File: config.mk
export PLATFORM = sky130hd
export DESIGN_NAME = media_type_list_recognizer_core
export DESIGN_NICKNAME = d
export VERILOG_FILES = /design/src/design/mtlr_pkg.sv /design/src/design/mtlr_ctrl.sv /design/src/design/mtlr_dp.sv /design/src/design/media_type_list_recognizer_core.sv
export SDC_FILE = /design/constraint.sdc
export NUM_CORES = 1
export LEC_CHECK = 0
export BUFFER_PORTS_ARGS = -buffer_cell sky130_fd_sc_hd__buf_2
export CORE_MARGIN = 4
export CORE_UTILIZATION = 51
export DETAILED_ROUTE_END_ITERATION = 10
export PLACE_DENSITY = 0.65
export SYNTH_ARGS = -nofsm -noshare
export SYNTH_HDL_FRONTEND = slang
export SYNTH_SLANG_ARGS = --single-unit
File: constraint.sdc
create_clock -name i_clk -period 10.3 [get_ports i_clk]
set_input_delay 0.515 -clock i_clk [delete_from_list [all_inputs] [get_ports i_clk]]
set_output_delay 0.515 -clock i_clk [all_outputs]
set_load 0.01 [all_outputs]
File: src/design/mtlr_pkg.sv
// mtlr_pkg: shared types, constants and trie tables of the media type list recognizer.
// No dependencies; imported by every module of the block.
`timescale 1ns / 1ps
package mtlr_pkg;

    localparam int MAX_LIST = 64;
    localparam logic [7:0] MAX_LIST_B = 8'(MAX_LIST);

    localparam int TYPE_NODES = 30;
    localparam int SUB_NODES  = 127;

    localparam logic [2:0] TYPE_WILD = 3'd5;
    localparam logic [4:0] SUB_WILD  = 5'd16;

    localparam logic [2:0] ST_OK       = 3'd0;
    localparam logic [2:0] ST_SYNTAX   = 3'd1;
    localparam logic [2:0] ST_WILD_SUB = 3'd2;
    localparam logic [2:0] ST_SINGLE   = 3'd3;
    localparam logic [2:0] ST_OVERFLOW = 3'd4;

    localparam logic [7:0] CH_SP    = 8'h20;
    localparam logic [7:0] CH_TAB   = 8'h09;
    localparam logic [7:0] CH_CR    = 8'h0d;
    localparam logic [7:0] CH_LF    = 8'h0a;
    localparam logic [7:0] CH_SLASH = 8'h2f;
    localparam logic [7:0] CH_STAR  = 8'h2a;
    localparam logic [7:0] CH_SEMI  = 8'h3b;
    localparam logic [7:0] CH_UNDER = 8'h5f;
    localparam logic [7:0] CH_COMMA = 8'h2c;

    localparam logic [8*TYPE_NODES-1:0] TYPE_CHARS = "textmessageultipartapplication";
    localparam logic [8*SUB_NODES-1:0] SUB_CHARS = {
        "plainidf+xmlsdpimple-message-summarycpiml+xmlrlmi+xmlelated",
        "lpidf+xmlwatcherinfo+xmlxpidf+xmlml+msrtc.pidfexternal-bodymixedisup"};

    typedef struct packed {
        logic [7:0] body_byte;
        logic       body_last;
    } t_in;

    typedef struct packed {
        logic [2:0] type_code;
        logic [4:0] subtype_code;
        logic [2:0] status;
        logic [7:0] entry_index;
        logic       list_done;
    } t_out;

    typedef enum logic [6:0] {
        PH_LEAD       = 7'b0000001,
        PH_TYPE       = 7'b0000010,
        PH_AFTER_TYPE = 7'b0000100,
        PH_BEFORE_SUB = 7'b0001000,
        PH_SUB        = 7'b0010000,
        PH_AFTER_SUB  = 7'b0100000,
        PH_PARAM      = 7'b1000000
    } t_phase;

    typedef struct packed {
        logic load;
        logic eval;
        logic walk;
        logic fin;
    } t_dp_cmd;

    typedef struct packed {
        logic need_walk;
        logic walk_done;
        logic fin_result;
        logic out_free;
    } t_dp_stat;

    typedef struct packed {
        logic       valid;
        t_out       res;
        logic [2:0] err;
        logic       inc;
    } t_ee;

    function automatic logic [7:0] type_char(input logic [6:0] i);
        logic [7:0] r;
        r = 8'h00;
        if (int'(i) < TYPE_NODES) r = TYPE_CHARS[8*(TYPE_NODES-1-int'(i)) +: 8];
        return r;
    endfunction

    function automatic logic [7:0] sub_char(input logic [6:0] i);
        logic [7:0] r;
        r = 8'h00;
        if (int'(i) < SUB_NODES) r = SUB_CHARS[8*(SUB_NODES-1-int'(i)) +: 8];
        return r;
    endfunction

    function automatic logic [6:0] type_link(input logic [6:0] i);
        logic [6:0] r;
        case (i)
            7'd0:    r = 7'd4;
            7'd4:    r = 7'd19;
            7'd5:    r = 7'd11;
            default: r = 7'd0;
        endcase
        return r;
    endfunction

    function automatic logic [6:0] sub_link(input logic [6:0] i);
        logic [6:0] r;
        case (i)
            7'd0:    r = 7'd12;
            7'd1:    r = 7'd5;
            7'd12:   r = 7'd36;
            7'd13:   r = 7'd15;
            7'd36:   r = 7'd45;
            7'd38:   r = 7'd40;
            7'd45:   r = 7'd59;
            7'd46:   r = 7'd53;
            7'd59:   r = 7'd68;
            7'd68:   r = 7'd83;
            7'd83:   r = 7'd105;
            7'd84:   r = 7'd92;
            7'd105:  r = 7'd118;
            7'd118:  r = 7'd123;
            default: r = 7'd0;
        endcase
        return r;
    endfunction

    function automatic logic [2:0] type_final(input logic [6:0] i);
        logic [2:0] r;
        case (i)
            7'd3:    r = 3'd1;
            7'd10:   r = 3'd2;
            7'd18:   r = 3'd4;
            7'd29:   r = 3'd3;
            default: r = 3'd0;
        endcase
        return r;
    endfunction

    function automatic logic [4:0] sub_final(input logic [6:0] i);
        logic [4:0] r;
        case (i)
            7'd4:    r = 5'd1;
            7'd11:   r = 5'd2;
            7'd14:   r = 5'd3;
            7'd35:   r = 5'd4;
            7'd39:   r = 5'd5;
            7'd44:   r = 5'd6;
            7'd52:   r = 5'd7;
            7'd58:   r = 5'd8;
            7'd67:   r = 5'd9;
            7'd82:   r = 5'd10;
            7'd91:   r = 5'd11;
            7'd104:  r = 5'd12;
            7'd117:  r = 5'd13;
            7'd122:  r = 5'd14;
            7'd126:  r = 5'd15;
            default: r = 5'd0;
        endcase
        return r;
    endfunction

    function automatic logic [2:0] type_code_of(input logic [5:0] st);
        logic [2:0] r;
        r = 3'd0;
        if (st != 6'd0) r = type_final(7'(st) - 7'd1);
        return r;
    endfunction

    function automatic logic [4:0] sub_code_of(input logic [6:0] st);
        logic [4:0] r;
        r = 5'd0;
        if (st != 7'd0) r = sub_final(st - 7'd1);
        return r;
    endfunction

    function automatic logic char_match(input logic [7:0] c, input logic [7:0] ref_c);
        logic [7:0] low;
        logic       r;
        low = c | 8'h20;
        if (low >= 8'h61 && low <= 8'h7a) r = (low == ref_c);
        else r = (c == ref_c);
        return r;
    endfunction

    function automatic logic name_char(input logic [7:0] c);
        return (c >= 8'h30 && c <= 8'h39) || (c >= 8'h61 && c <= 8'h7a) ||
               (c >= 8'h41 && c <= 8'h5a) || c == 8'h2d || c == 8'h2b || c == 8'h2e;
    endfunction

    function automatic logic is_blank(input logic [7:0] c);
        return c == CH_SP || c == CH_TAB;
    endfunction

    function automatic logic held_is_space(input logic [7:0] h, input logic [7:0] nxt);
        logic r;
        if (h == CH_CR) r = (nxt == CH_LF);
        else r = (h == CH_LF) && is_blank(nxt);
        return r;
    endfunction

    // closes one type entry; err is ST_OK when nothing is latched
    function automatic t_ee entry_end(input logic [2:0] t, input logic tok,
                                      input logic [6:0] snode, input logic mode,
                                      input logic [7:0] count, input logic comma,
                                      input logic last);
        t_ee        r;
        logic [4:0] s;
        r = '0;
        s = tok ? sub_code_of(snode) : SUB_WILD;
        if (t == TYPE_WILD && s != SUB_WILD) begin
            r.err = ST_WILD_SUB;
        end else if (mode) begin
            if (comma || t == TYPE_WILD || s == SUB_WILD) begin
                r.err = ST_SINGLE;
            end else begin
                r.valid = 1'b1;
                r.res   = '{type_code: t, subtype_code: s, status: ST_OK,
                            entry_index: 8'd0, list_done: 1'b1};
            end
        end else if (count >= MAX_LIST_B) begin
            r.err = ST_OVERFLOW;
        end else if (comma && last) begin
            r.err = ST_SYNTAX;
        end else begin
            r.valid = 1'b1;
            r.res   = '{type_code: t, subtype_code: s, status: ST_OK,
                        entry_index: count, list_done: !comma};
            r.inc   = comma;
        end
        return r;
    endfunction

endpackage

File: src/design/mtlr_ctrl.sv
// mtlr_ctrl: sequencer of the recognizer: accept, evaluate, trie walk, finish.
// Depends on mtlr_pkg for the command and status structs.
`timescale 1ns / 1ps
module mtlr_ctrl import mtlr_pkg::*; (
    input  logic     i_clk,
    input  logic     i_rst_n,
    input  logic     i_in_valid,
    output logic     o_in_ready,
    input  t_dp_stat i_stat,
    output t_dp_cmd  o_cmd
);

    typedef enum logic [3:0] {
        S_IDLE = 4'b0001,
        S_EVAL = 4'b0010,
        S_WALK = 4'b0100,
        S_FIN  = 4'b1000
    } t_state;

    t_state r_state, n_state;
    logic   fin_go;

    assign o_in_ready = (r_state == S_IDLE);
    // a finish with a result waits for room in the output register
    assign fin_go = !i_stat.fin_result || i_stat.out_free;

    always_comb begin
        n_state = r_state;
        o_cmd   = '0;
        unique case (r_state)
            S_IDLE: begin
                if (i_in_valid) begin
                    o_cmd.load = 1'b1;
                    n_state    = S_EVAL;
                end
            end
            S_EVAL: begin
                o_cmd.eval = 1'b1;
                n_state    = i_stat.need_walk ? S_WALK : S_FIN;
            end
            S_WALK: begin
                o_cmd.walk = 1'b1;
                if (i_stat.walk_done) n_state = S_FIN;
            end
            S_FIN: begin
                if (fin_go) begin
                    o_cmd.fin = 1'b1;
                    n_state   = S_IDLE;
                end
            end
            default: n_state = S_IDLE;
        endcase
    end

    always_ff @(posedge i_clk) begin
        if (!i_rst_n) begin
            r_state <= S_IDLE;
        end else begin
            r_state <= n_state;
        end
    end

    a_load_eval: assert property (@(posedge i_clk) disable iff (!i_rst_n)
        o_cmd.load |=> r_state == S_EVAL)
        else $error("load not followed by eval");
    a_walk_fin: assert property (@(posedge i_clk) disable iff (!i_rst_n)
        (r_state == S_WALK && i_stat.walk_done) |=> r_state == S_FIN)
        else $error("walk end not followed by finish");
    a_fin_idle: assert property (@(posedge i_clk) disable iff (!i_rst_n)
        (r_state == S_FIN && fin_go) |=> r_state == S_IDLE)
        else $error("finish did not return to idle");

endmodule

File: src/design/mtlr_dp.sv
// mtlr_dp: parse state, trie walker and result registers of the recognizer.
// Depends on mtlr_pkg; driven by mtlr_ctrl commands.
`timescale 1ns / 1ps
module mtlr_dp import mtlr_pkg::*; (
    input  logic     i_clk,
    input  logic     i_rst_n,
    input  t_in      i_in_data,
    input  logic     i_cfg_we,
    input  logic     i_cfg_wdata,
    input  t_dp_cmd  i_cmd,
    output t_dp_stat o_stat,
    output logic     o_out_valid,
    input  logic     i_out_ready,
    output t_out     o_out_data
);

    logic       r_mode;
    logic [7:0] r_byte;
    logic       r_last;
    t_phase     r_phase, n_phase;
    logic [5:0] r_tnode, n_tnode;
    logic [6:0] r_snode, n_snode;
    logic [2:0] r_ltype, n_ltype;
    logic [7:0] r_held, n_held;
    logic       r_held_v, n_held_v;
    logic       r_tok, n_tok;
    logic [7:0] r_count, n_count;
    logic [2:0] r_err, n_err;
    logic [6:0] r_cand, n_cand;
    logic       r_walk_sub, n_walk_sub;
    logic       r_pend_v, n_pend_v;
    t_out       r_pend, n_pend;
    logic       r_out_v;
    t_out       r_out;

    logic       walk_req;
    logic       walk_done;
    logic       fin_v;
    t_out       fin_res;

    // walk step and finish values
    logic [6:0] w_size, w_link, w_node;
    logic [7:0] w_char;
    logic [2:0] f_err;
    t_ee        f_ee;

    always_comb begin
        w_size    = r_walk_sub ? 7'(SUB_NODES) : 7'(TYPE_NODES);
        w_char    = r_walk_sub ? sub_char(r_cand) : type_char(r_cand);
        w_link    = r_walk_sub ? sub_link(r_cand) : type_link(r_cand);
        walk_done = 1'b1;
        w_node    = 7'd0;
        if (r_cand >= w_size) begin
            w_node = 7'd0;
        end else if (char_match(r_byte, w_char)) begin
            w_node = r_cand + 7'd1;
        end else if (w_link != 7'd0) begin
            walk_done = 1'b0;
        end
    end

    always_comb begin
        f_err   = r_err;
        fin_v   = r_pend_v;
        fin_res = r_pend;
        f_ee    = entry_end(r_ltype, r_tok, r_snode, r_mode, r_count, 1'b0, 1'b1);
        if (r_last) begin
            if (r_err == ST_OK && !r_pend_v) begin
                if (r_phase == PH_SUB || r_phase == PH_AFTER_SUB || r_phase == PH_PARAM) begin
                    fin_v   = f_ee.valid;
                    fin_res = f_ee.res;
                    f_err   = f_ee.err;
                end else begin
                    f_err = ST_SYNTAX;
                end
            end
            if (f_err != ST_OK) begin
                fin_v   = 1'b1;
                fin_res = '{type_code: 3'd0, subtype_code: 5'd0, status: f_err,
                            entry_index: r_count, list_done: 1'b1};
            end
        end
    end

    always_comb begin
        t_phase     ph;
        logic       go;
        logic [2:0] e;
        logic [7:0] c;
        t_ee        ee;
        n_phase    = r_phase;
        n_tnode    = r_tnode;
        n_snode    = r_snode;
        n_ltype    = r_ltype;
        n_held     = r_held;
        n_held_v   = r_held_v;
        n_tok      = r_tok;
        n_count    = r_count;
        n_err      = r_err;
        n_cand     = r_cand;
        n_walk_sub = r_walk_sub;
        n_pend_v   = r_pend_v;
        n_pend     = r_pend;
        walk_req   = 1'b0;
        c          = r_byte;
        e          = r_err;
        ph         = r_phase;
        go         = 1'b1;
        ee         = entry_end(r_ltype, r_tok, r_snode, r_mode, r_count, 1'b1, r_last);

        if (i_cmd.eval) begin
            n_held_v = 1'b0;
            n_pend_v = 1'b0;
            if (r_held_v && e == ST_OK && !held_is_space(r_held, c)) e = ST_SYNTAX;
            if (e == ST_OK) begin
                if (ph == PH_TYPE) begin
                    if (name_char(c)) begin
                        go = 1'b0;
                        if (r_tnode == 6'd0 || type_final(7'(r_tnode) - 7'd1) != 3'd0) begin
                            n_tnode = 6'd0;
                        end else begin
                            walk_req   = 1'b1;
                            n_cand     = 7'(r_tnode);
                            n_walk_sub = 1'b0;
                        end
                    end else begin
                        n_ltype = type_code_of(r_tnode);
                        n_tok   = 1'b0;
                        ph      = PH_AFTER_TYPE;
                    end
                end
                if (ph == PH_SUB) begin
                    if (name_char(c) || c == CH_UNDER) begin
                        go = 1'b0;
                        if (r_snode == 7'd0 || sub_final(r_snode - 7'd1) != 5'd0) begin
                            n_snode = 7'd0;
                        end else begin
                            walk_req   = 1'b1;
                            n_cand     = r_snode;
                            n_walk_sub = 1'b1;
                        end
                    end else begin
                        ph = PH_AFTER_SUB;
                    end
                end
                n_phase = ph;
                if (go) begin
                    unique case (ph)
                        PH_LEAD: begin
                            if (is_blank(c)) begin
                            end else if ((c == CH_CR || c == CH_LF) && !r_last) begin
                                n_held = c;
                                n_held_v = 1'b1;
                            end else if (c == CH_STAR) begin
                                n_ltype = TYPE_WILD;
                                n_phase = PH_AFTER_TYPE;
                            end else if (name_char(c)) begin
                                n_tok      = 1'b1;
                                walk_req   = 1'b1;
                                n_cand     = 7'd0;
                                n_walk_sub = 1'b0;
                                n_phase    = PH_TYPE;
                            end else begin
                                e = ST_SYNTAX;
                            end
                        end
                        PH_AFTER_TYPE: begin
                            if (is_blank(c)) begin
                            end else if (c == CH_LF && !r_last) begin
                                n_held = c;
                                n_held_v = 1'b1;
                            end else if (c == CH_SLASH) begin
                                n_phase = PH_BEFORE_SUB;
                            end else begin
                                e = ST_SYNTAX;
                            end
                        end
                        PH_BEFORE_SUB: begin
                            if (is_blank(c)) begin
                            end else if (c == CH_LF && !r_last) begin
                                n_held = c;
                                n_held_v = 1'b1;
                            end else if (c == CH_STAR) begin
                                n_tok   = 1'b0;
                                n_phase = PH_AFTER_SUB;
                            end else if (name_char(c) || c == CH_UNDER) begin
                                n_tok      = 1'b1;
                                walk_req   = 1'b1;
                                n_cand     = 7'd0;
                                n_walk_sub = 1'b1;
                                n_phase    = PH_SUB;
                            end else begin
                                e = ST_SYNTAX;
                            end
                        end
                        PH_AFTER_SUB, PH_PARAM: begin
                            if (ph == PH_AFTER_SUB && is_blank(c)) begin
                            end else if (ph == PH_AFTER_SUB && c == CH_LF && !r_last) begin
                                n_held = c;
                                n_held_v = 1'b1;
                            end else if (ph == PH_AFTER_SUB && c == CH_SEMI) begin
                                n_phase = PH_PARAM;
                            end else if (c == CH_COMMA) begin
                                n_pend_v = ee.valid;
                                n_pend   = ee.res;
                                if (ee.err != ST_OK) e = ee.err;
                                if (ee.inc) begin
                                    n_count  = r_count + 8'd1;
                                    n_phase  = PH_LEAD;
                                    n_tnode  = 6'd0;
                                    n_snode  = 7'd0;
                                    n_ltype  = 3'd0;
                                    n_held   = 8'd0;
                                    n_held_v = 1'b0;
                                    n_tok    = 1'b0;
                                end
                            end else if (ph == PH_AFTER_SUB) begin
                                e = ST_SYNTAX;
                            end
                        end
                        default: e = ST_SYNTAX;
                    endcase
                end
            end
            n_err = e;
        end else if (i_cmd.walk) begin
            n_cand = w_link;
            if (walk_done) begin
                if (r_walk_sub) n_snode = w_node;
                else n_tnode = w_node[5:0];
            end
        end else if (i_cmd.fin) begin
            n_pend_v = 1'b0;
            n_err    = f_err;
            if (r_last) begin
                n_phase  = PH_LEAD;
                n_tnode  = 6'd0;
                n_snode  = 7'd0;
                n_ltype  = 3'd0;
                n_held   = 8'd0;
                n_held_v = 1'b0;
                n_tok    = 1'b0;
                n_count  = 8'd0;
                n_err    = ST_OK;
            end
        end
    end

    assign o_stat.need_walk  = walk_req;
    assign o_stat.walk_done  = walk_done;
    assign o_stat.fin_result = fin_v;
    assign o_stat.out_free   = !r_out_v || i_out_ready;
    assign o_out_valid       = r_out_v;
    assign o_out_data        = r_out;

    always_ff @(posedge i_clk) begin
        if (!i_rst_n) begin
            r_mode     <= 1'b0;
            r_phase    <= PH_LEAD;
            r_tnode    <= 6'd0;
            r_snode    <= 7'd0;
            r_ltype    <= 3'd0;
            r_held     <= 8'd0;
            r_held_v   <= 1'b0;
            r_tok      <= 1'b0;
            r_count    <= 8'd0;
            r_err      <= ST_OK;
            r_pend_v   <= 1'b0;
            r_out_v    <= 1'b0;
            r_walk_sub <= 1'b0;
        end else begin
            if (i_cfg_we) r_mode <= i_cfg_wdata;
            r_phase    <= n_phase;
            r_tnode    <= n_tnode;
            r_snode    <= n_snode;
            r_ltype    <= n_ltype;
            r_held     <= n_held;
            r_held_v   <= n_held_v;
            r_tok      <= n_tok;
            r_count    <= n_count;
            r_err      <= n_err;
            r_pend_v   <= n_pend_v;
            r_walk_sub <= n_walk_sub;
            if (i_cmd.fin && fin_v) r_out_v <= 1'b1;
            else if (i_out_ready) r_out_v <= 1'b0;
        end
    end

    always_ff @(posedge i_clk) begin
        r_cand <= n_cand;
        r_pend <= n_pend;
        if (i_cmd.load) begin
            r_byte <= i_in_data.body_byte;
            r_last <= i_in_data.body_last;
        end
        if (i_cmd.fin && fin_v) r_out <= fin_res;
    end

    a_err_clean: assert property (@(posedge i_clk) disable iff (!i_rst_n)
        (r_out_v && r_out.status != ST_OK) |->
        (r_out.type_code == 3'd0 && r_out.subtype_code == 5'd0 && r_out.list_done))
        else $error("error result carries a type");
    a_last_clears: assert property (@(posedge i_clk) disable iff (!i_rst_n)
        (i_cmd.fin && r_last) |=> (r_count == 8'd0 && r_err == ST_OK && r_phase == PH_LEAD))
        else $error("state not cleared after last byte");
    a_count_max: assert property (@(posedge i_clk) disable iff (!i_rst_n)
        r_count <= MAX_LIST_B)
        else $error("entry count beyond limit");

endmodule

File: src/design/media_type_list_recognizer_core.sv
// Media type list recognizer: bytes of a header body in, one result per media type out.
// Holds the parse state in a FSM-sequenced datapath and walks two fixed name tries.
// Input channel i_in_valid/o_in_ready carries one body byte and a last flag per request.
// Output channel o_out_valid/i_out_ready carries type, subtype, status, entry index and
// a done flag. A request gives at most one result: at a ',' that closes a type in list
// mode, and always at the last byte (errors latch and are reported there).
// Each request passes through accept, evaluate and finish, plus one trie walk step per
// node compared when the byte extends a name, at most 10 nodes in the subtype trie.
// The result is registered at finish, which waits while an earlier result is still held.
// The output register frees the input side: a new request is taken while a result
// waits, and only a second result stalls the sequencer until the receiver takes the first.
// i_cfg_we/i_cfg_wdata set single-type mode; write only while idle.
// Synchronous active-low reset clears parse state, the mode and the output valid.
`timescale 1ns / 1ps
module media_type_list_recognizer_core import mtlr_pkg::*; (
    input  logic i_clk,
    input  logic i_rst_n,
    input  logic i_in_valid,
    output logic o_in_ready,
    input  t_in  i_in_data,
    output logic o_out_valid,
    input  logic i_out_ready,
    output t_out o_out_data,
    input  logic i_cfg_we,
    input  logic i_cfg_wdata
);

    t_dp_cmd  cmd;
    t_dp_stat stat;

    mtlr_ctrl u_ctrl (
        .i_clk      (i_clk),
        .i_rst_n    (i_rst_n),
        .i_in_valid (i_in_valid),
        .o_in_ready (o_in_ready),
        .i_stat     (stat),
        .o_cmd      (cmd)
    );

    mtlr_dp u_dp (
        .i_clk       (i_clk),
        .i_rst_n     (i_rst_n),
        .i_in_data   (i_in_data),
        .i_cfg_we    (i_cfg_we),
        .i_cfg_wdata (i_cfg_wdata),
        .i_cmd       (cmd),
        .o_stat      (stat),
        .o_out_valid (o_out_valid),
        .i_out_ready (i_out_ready),
        .o_out_data  (o_out_data)
    );

endmodule

# Word-level counts from Yosys, hierarchy flattened
# Cells that the tools add are included.
# word_totals
register_bits	108
inputBits	15
out_inout_bits	22
elab_cells	512
# classes
n_addsub	6
magnitude_cmp	12
n_eq_ne	91
n_shift	2
n_mux	302
bitwise	3
n_reduce_logical	69
# op_table
cell	n
$shiftx 1016x32->8 const A	1
$mux 7	69
$shiftx 240x32->8 const A	1
$mux 8	27
$mux 3	50
$mux 21	6
$mux 1	102
$mux 6	17
$eq 7x7->1 const B	14
$pmux 7 s14	1
$eq 7x6->1 const B	12
$mux 20	4
$eq 8x6->1 const B	8
$pmux 4 s15	1
$mux 24	2
$eq 7x4->1 const B	6
$eq 8x4->1 const B	5
$ge 8x7->1 const B	4
$mux 5	6
$eq 7x3->1 const B	4
$eq 7x5->1 const B	4
$pmux 7 s4	1
$le 8x7->1 const B	3
$pmux 3 s4	2
other kinds (60)	135

# Longest topological paths before layout
# logic_depth
ltp_word	31
ltp_mapped	16
mapped_depth_nobuf	12

# Hierarchy
# From an unflattened synthesis, not the netlist that was laid out.
# hier_totals
hier_cells	1224
area_unflattened_um2	9375.2
# by_module_without_submodules
mod	instances	cells_each	area_each_um2	seq_area_each_um2
mtlr_dp	1	1192	9096.2	2522.4
mtlr_ctrl	1	32	279.0	80.1

# Worst setup path before layout
# Ideal clock, no wire load.
# synth_path
path_kind	register to register
from	reg u_dp.r_byte[6]
to	reg u_dp.r_pend[12] (netlist name) (enable)
setup_time_ps	413
arrival_time_ps	3283
required_time_ps	9887
slack_ps	6604
path_stages_with_launch	7
path_buffers	0
synth_period_minus_slack_ps	3696
cell_sequence	edfxtp_1 > or4_4 > or3_1 > a21oi_2 > o21ai_2 > or3_1 > nor3b_1
# synth_via
elab_chain_cells	20
elab_cells_between_ends	59
cone_classes	order compare (6); eq/ne (12); mux (18); bitwise (3); reduce/logical (20)
# synth_lines
item	line_no	rtl
start: declaration	mtlr_dp.sv:18	logic [7:0] r_byte;
start signal: assignment	mtlr_dp.sv:293	r_byte <= i_in_data.body_byte;
$ge 8x6->1 (tied with other cells)	mtlr_pkg.sv:186	return (c >= 8'h30 && c <= 8'h39) || (c >= 8'h61 && c <= 8'h7a) ||
$logic_and 1x1->1	mtlr_pkg.sv:186	
$logic_or 1x1->1 (2 in a row)	mtlr_pkg.sv:186	
$logic_or 1x1->1 (3 in a row)	mtlr_pkg.sv:187	(c >= 8'h41 && c <= 8'h5a) || c == 8'h2d || c == 8'h2b || c == 8'h2e;
$mux 7	mtlr_dp.sv:117	if (name_char(c)) begin
$mux 7	mtlr_dp.sv:116	if (ph == PH_TYPE) begin
$mux 7	mtlr_dp.sv:115	if (e == ST_OK) begin
$mux 7	mtlr_dp.sv:111	if (i_cmd.eval) begin
$eq 7x5->1 / $mux 7 (equally long branches)	mtlr_dp.sv:132, mtlr_dp.sv:133	
$mux 7	mtlr_dp.sv:132	if (ph == PH_SUB) begin
$mux 7	mtlr_dp.sv:115	
$mux 7	mtlr_dp.sv:111	
$eq 7x6->1	n/a	
$logic_and 1x1->1 (2 in a row)	mtlr_dp.sv:198	end else if (ph == PH_AFTER_SUB && c == CH_LF && !r_last) begin
$not 1->1 (no source line)	n/a	
$reduce_and 8->1 (no source line) *	n/a	
end signal: assignment	mtlr_dp.sv:291	r_pend <= n_pend;
end: declaration	mtlr_dp.sv:32	t_out r_pend, n_pend;
# Every way passes the cells marked *; elsewhere a longest branch is shown, timed or not. The select of a mux whose other input is x is not followed.
# A chain may end at the register's enable or synchronous reset.

# Final worst setup path
# layout_path
from	reg u_dp.r_cand[1]
to	reg u_dp.r_snode[6]
# layout_via
elab_chain_cells	13
elab_cells_between_ends	46
cone_classes	add/sub (3); order compare (3); eq/ne (18); shift (2); mux (17); reduce/logical (3)
# layout_lines
item	line_no	rtl
start: declaration	mtlr_dp.sv:29	logic [6:0] r_cand, n_cand;
start signal: assignment	mtlr_dp.sv:290	r_cand <= n_cand;
$sub 7x7->8 / $sub 5x7->8 (equally long branches)	mtlr_pkg.sv:90, mtlr_pkg.sv:83	
$shiftx 1016x32->8 / $shiftx 240x32->8 (equally long branches)	mtlr_pkg.sv:90, mtlr_pkg.sv:83	
$mux 8, on equally long branches	mtlr_pkg.sv:90, mtlr_pkg.sv:83	
$mux 8	mtlr_dp.sv:49	w_char = r_walk_sub ? sub_char(r_cand) : type_char(r_cand);
$eq 8x8->1, on equally long branches	mtlr_pkg.sv:181, mtlr_pkg.sv:180	
$mux 1	mtlr_pkg.sv:180	if (low >= 8'h61 && low <= 8'h7a) r = (low == ref_c);
$mux 1	mtlr_dp.sv:53	if (r_cand >= w_size) begin
$mux 7	mtlr_dp.sv:55	end else if (char_match(r_byte, w_char)) begin
$mux 7	mtlr_dp.sv:53	
$mux 7	mtlr_dp.sv:229	if (r_walk_sub) n_snode = w_node;
$mux 7	mtlr_dp.sv:228	if (walk_done) begin
$mux 7	mtlr_dp.sv:226	end else if (i_cmd.walk) begin
$mux 7	mtlr_dp.sv:111	
end signal: assignment	mtlr_dp.sv:275	r_snode <= n_snode;
end: declaration	mtlr_dp.sv:22	logic [6:0] r_snode, n_snode;
# Several ways; a longest one is shown, not always the timed one. The select of a mux whose other input is x is not followed.

==> results.cfg <==
[outcome]
outcome = finished clean

[power_and_ir_drop]
vdd_drop_max_mv = 0.127
leakage_nw = 3.20
power.density_nw_per_um2 = 97.9

[clock_tree]
post_cts_buffers = 0
cts_made_buffers = 9
ctsHtreeMaxLevel = 3
clk_pin_slew_ns = 0.08
cts_root_buf = clkbuf_16
cts_resized = 0
cts.sinks = 104
cts_tree = built
clock_latency_ns = 0.37
cts_buffer_depth = 2
ctsHoldBuffers = 0

[timing]
fin_skew_ns = 0.0121
clock.fmax_ghz = 0.165
setup-tns-final_ns = 0
hold_violations = 0
rsz0062_at_grt = no
setup_slack_ns = 4.25
setup_violations = 0
min_period_over_period = 0.587
fin_crit_ns = 6.05
max_slew_margin = 0.203
drv_slew = 0
tightest_slew_ns = 1.20

[finish]
final_cell_count_no_fill = 1436
multi_input_area_sq_um = 6100
syn_to_final_growth_pct = 5.37
n_antenna_cell = 0
fin_nets = 1231
fill_cells = 1692
drive_above_1_share = 0.0818
register_area_sq_um = 2600

[place]
dp_hpwl_mm = 22.9
post-place-ws_ns = 4.50
dp.cells = 1420
numPortBuffers = 36
gp_congestion = 1.05

[routing]
drc_errors = 0
drt_iter0_drc = 1208
via_per_inst = 6.97
firstDrtPassIters = 6
wl_per_cell_microns = 22.4
wl_mm = 32.2
detail-route-antenna-nets = 0
vias = 10000

[global_route]
grt.overflow.total = 0
grt_first_pass_wirelength_mm = 50.9
antenna_found_initial = 0
grt_max_degree = 67
grt_pass1_vias = 9045
grtUsageTotal = 0.313

[synth]
avgSynthCellArea_sq_um = 7.46
synth_seq_cells = 104
netlist_instances = 1240
synth.top_cell.area_share = 0.169
ys.warnings.count = 0
synth.largest_area_cell = edfxtp_1
synth.cell_area_sq_um = 9250
synth-main-ff-cell = edfxtp_1
synthArstFlopShare = 0
yosys-top-cells-area = edfxtp_1 (17%), dfxtp_1 (11%), o21ai_0 (5.3%)
ys_seq_area_frac = 0.281
synth_edf_count = 52
ys_types = 93

[setup_path]
start_kind = flip-flop
cp_max_fo = 32
required_ns = 10.56
critPathKind = flip-flop to flip-flop
cp-end-kind = flip-flop
worstPathArrival_ns = 6.31

[die]
die_w_microns = 143
rows = 48
start_util = 0.527
ios = 37
fp.coreArea_sq_um = 17500
dieArea_sq_um = 20400
die_y_microns = 143

[worst_hold_path]
hold_path.class = primary input to flip-flop

[run]
cap_violations = 0
## cell type report
| cell class | count | area share |
|---|---|---|
| Clock inverter | 7 | 0.00835 |
| Clock buffer | 9 | 0.0231 |
| Timing Repair Buffer | 56 | 0.0339 |
| Tap cell | 225 | 0.0289 |
| Sequential cell | 104 | 0.267 |
| Inverter | 32 | 0.0123 |
| Multi-Input combinational cell | 1003 | 0.626 |
## worst max-delay path, cell delays in order, from the launching register on
cell and delay [ns]:
edfxtp_1 0.83, ha_1 0.97, inv_1 0.48, o21ai_1 0.96
nand2_1 0.15, a2111oi_0 0.48, o211ai_1 0.19, a21o_1 0.18
a32oi_1 0.85, nand2b_1 0.24, nor2_1 0.21, o41ai_1 0.38
## synth_stat cells (20+ instances only)
cell,number
nor4_1,25
and2_1,22
buf_2,27
dfxtp_1,52
a21oi_1,76
nand4_1,20
a31oi_1,30
nor2_1,130
o21ai_0,98
edfxtp_1,52
nand2_1,116
nand2b_1,20
nor3_1,49
xnor2_1,20
nand3_1,55
inv_1,29
clkbuf_1,61
## logic make-up after synthesis
kind of cell	Yosys count	share of synthesized area
multiplexers	7	0.00812
other	1	0.000406
AO/OA/AOI/OAI	427	0.315
adder cells (fa/ha/maj)	11	0.0146
AND/OR/NAND/NOR	524	0.284
buffers and inverters	134	0.0626
XOR/XNOR	32	0.0342
flip-flops	104	0.281
## registers in the layout, summed over array words and instances (netlist names), 4 cells and up
register         cells
u_dp.r_snode         7
u_dp.r_pend         16
u_ctrl.r_state       4
u_dp.r_held          8
u_dp.o_out_data     20
u_dp.r_byte          8
u_dp.r_cand          7
u_dp.r_count         8
u_dp.r_tnode         6
u_dp.r_phase         7
## per-layer routing
layer,routed length (microns),vias to the layer above,part of all wire,track usage
met5,0,-,0,0
met4,1220,0,0.038,0.121
met3,2850,96,0.088,0.0546
met2,14600,537,0.45,0.499
met1,13500,4681,0.42,0.424
li1,-,4690,-,-
## power breakdown
group          leakage (nW)  switching (mW)  total, mW  internal [mW]
sequential            0.927          0.0132      0.452          0.439
clock                 0.150           0.181      0.357          0.175
combinational          2.12          0.0997      0.145         0.0456
total                  3.20           0.294      0.954          0.659
## stage by stage
stage / hold slack [ns] / util / area [sq um] / power, mW
2_1_floorplan: 0.430 / - / 9250 / 0.559
3_3_place_gp: 0.442 / 0.538 / 9440 / 0.602
3_5_place_dp: 0.451 / 0.538 / 9440 / 0.601
4_1_cts: 0.322 / 0.556 / 9740 / 0.953
5_1_grt: 0.320 / 0.556 / 9740 / 0.988
6_report: 0.326 / 0.556 / 9740 / 0.954
## layout by cell type (no fill, tap or decap), drive strengths merged, types with 11 or more instances in the layout
master  count
a32oi      16
xnor2      22
o22ai      16
nor3       49
nand2     117
a221oi     14
a21oi      77
dfxtp      52
inv        35
nor2b      14
a31oi      30
o211ai     19
nand3      55
nand2b     20
or3        17
a22o       11
buf        56
nor2      130
nor4       26
edfxtp     52
o41ai      15
o21ai     103
and2       23
nand4      21
## path summary, 6_finish.rpt
kind | start | to | slack [ns] | cells after the start
worst max-delay path | u_dp.r_cand[1] | u_dp.r_snode[6] | 4.25 | 11
worst min-delay path | i_in_data[2] | u_dp.r_byte[1] | 0.33 | 1
worst max register to register | u_dp.r_cand[1] | u_dp.r_snode[6] | 4.25 | 11
worst min register to register | u_dp.r_held[4] | u_dp.r_held[4] | 0.46 | 1
(Power assumes the default switching activity.)
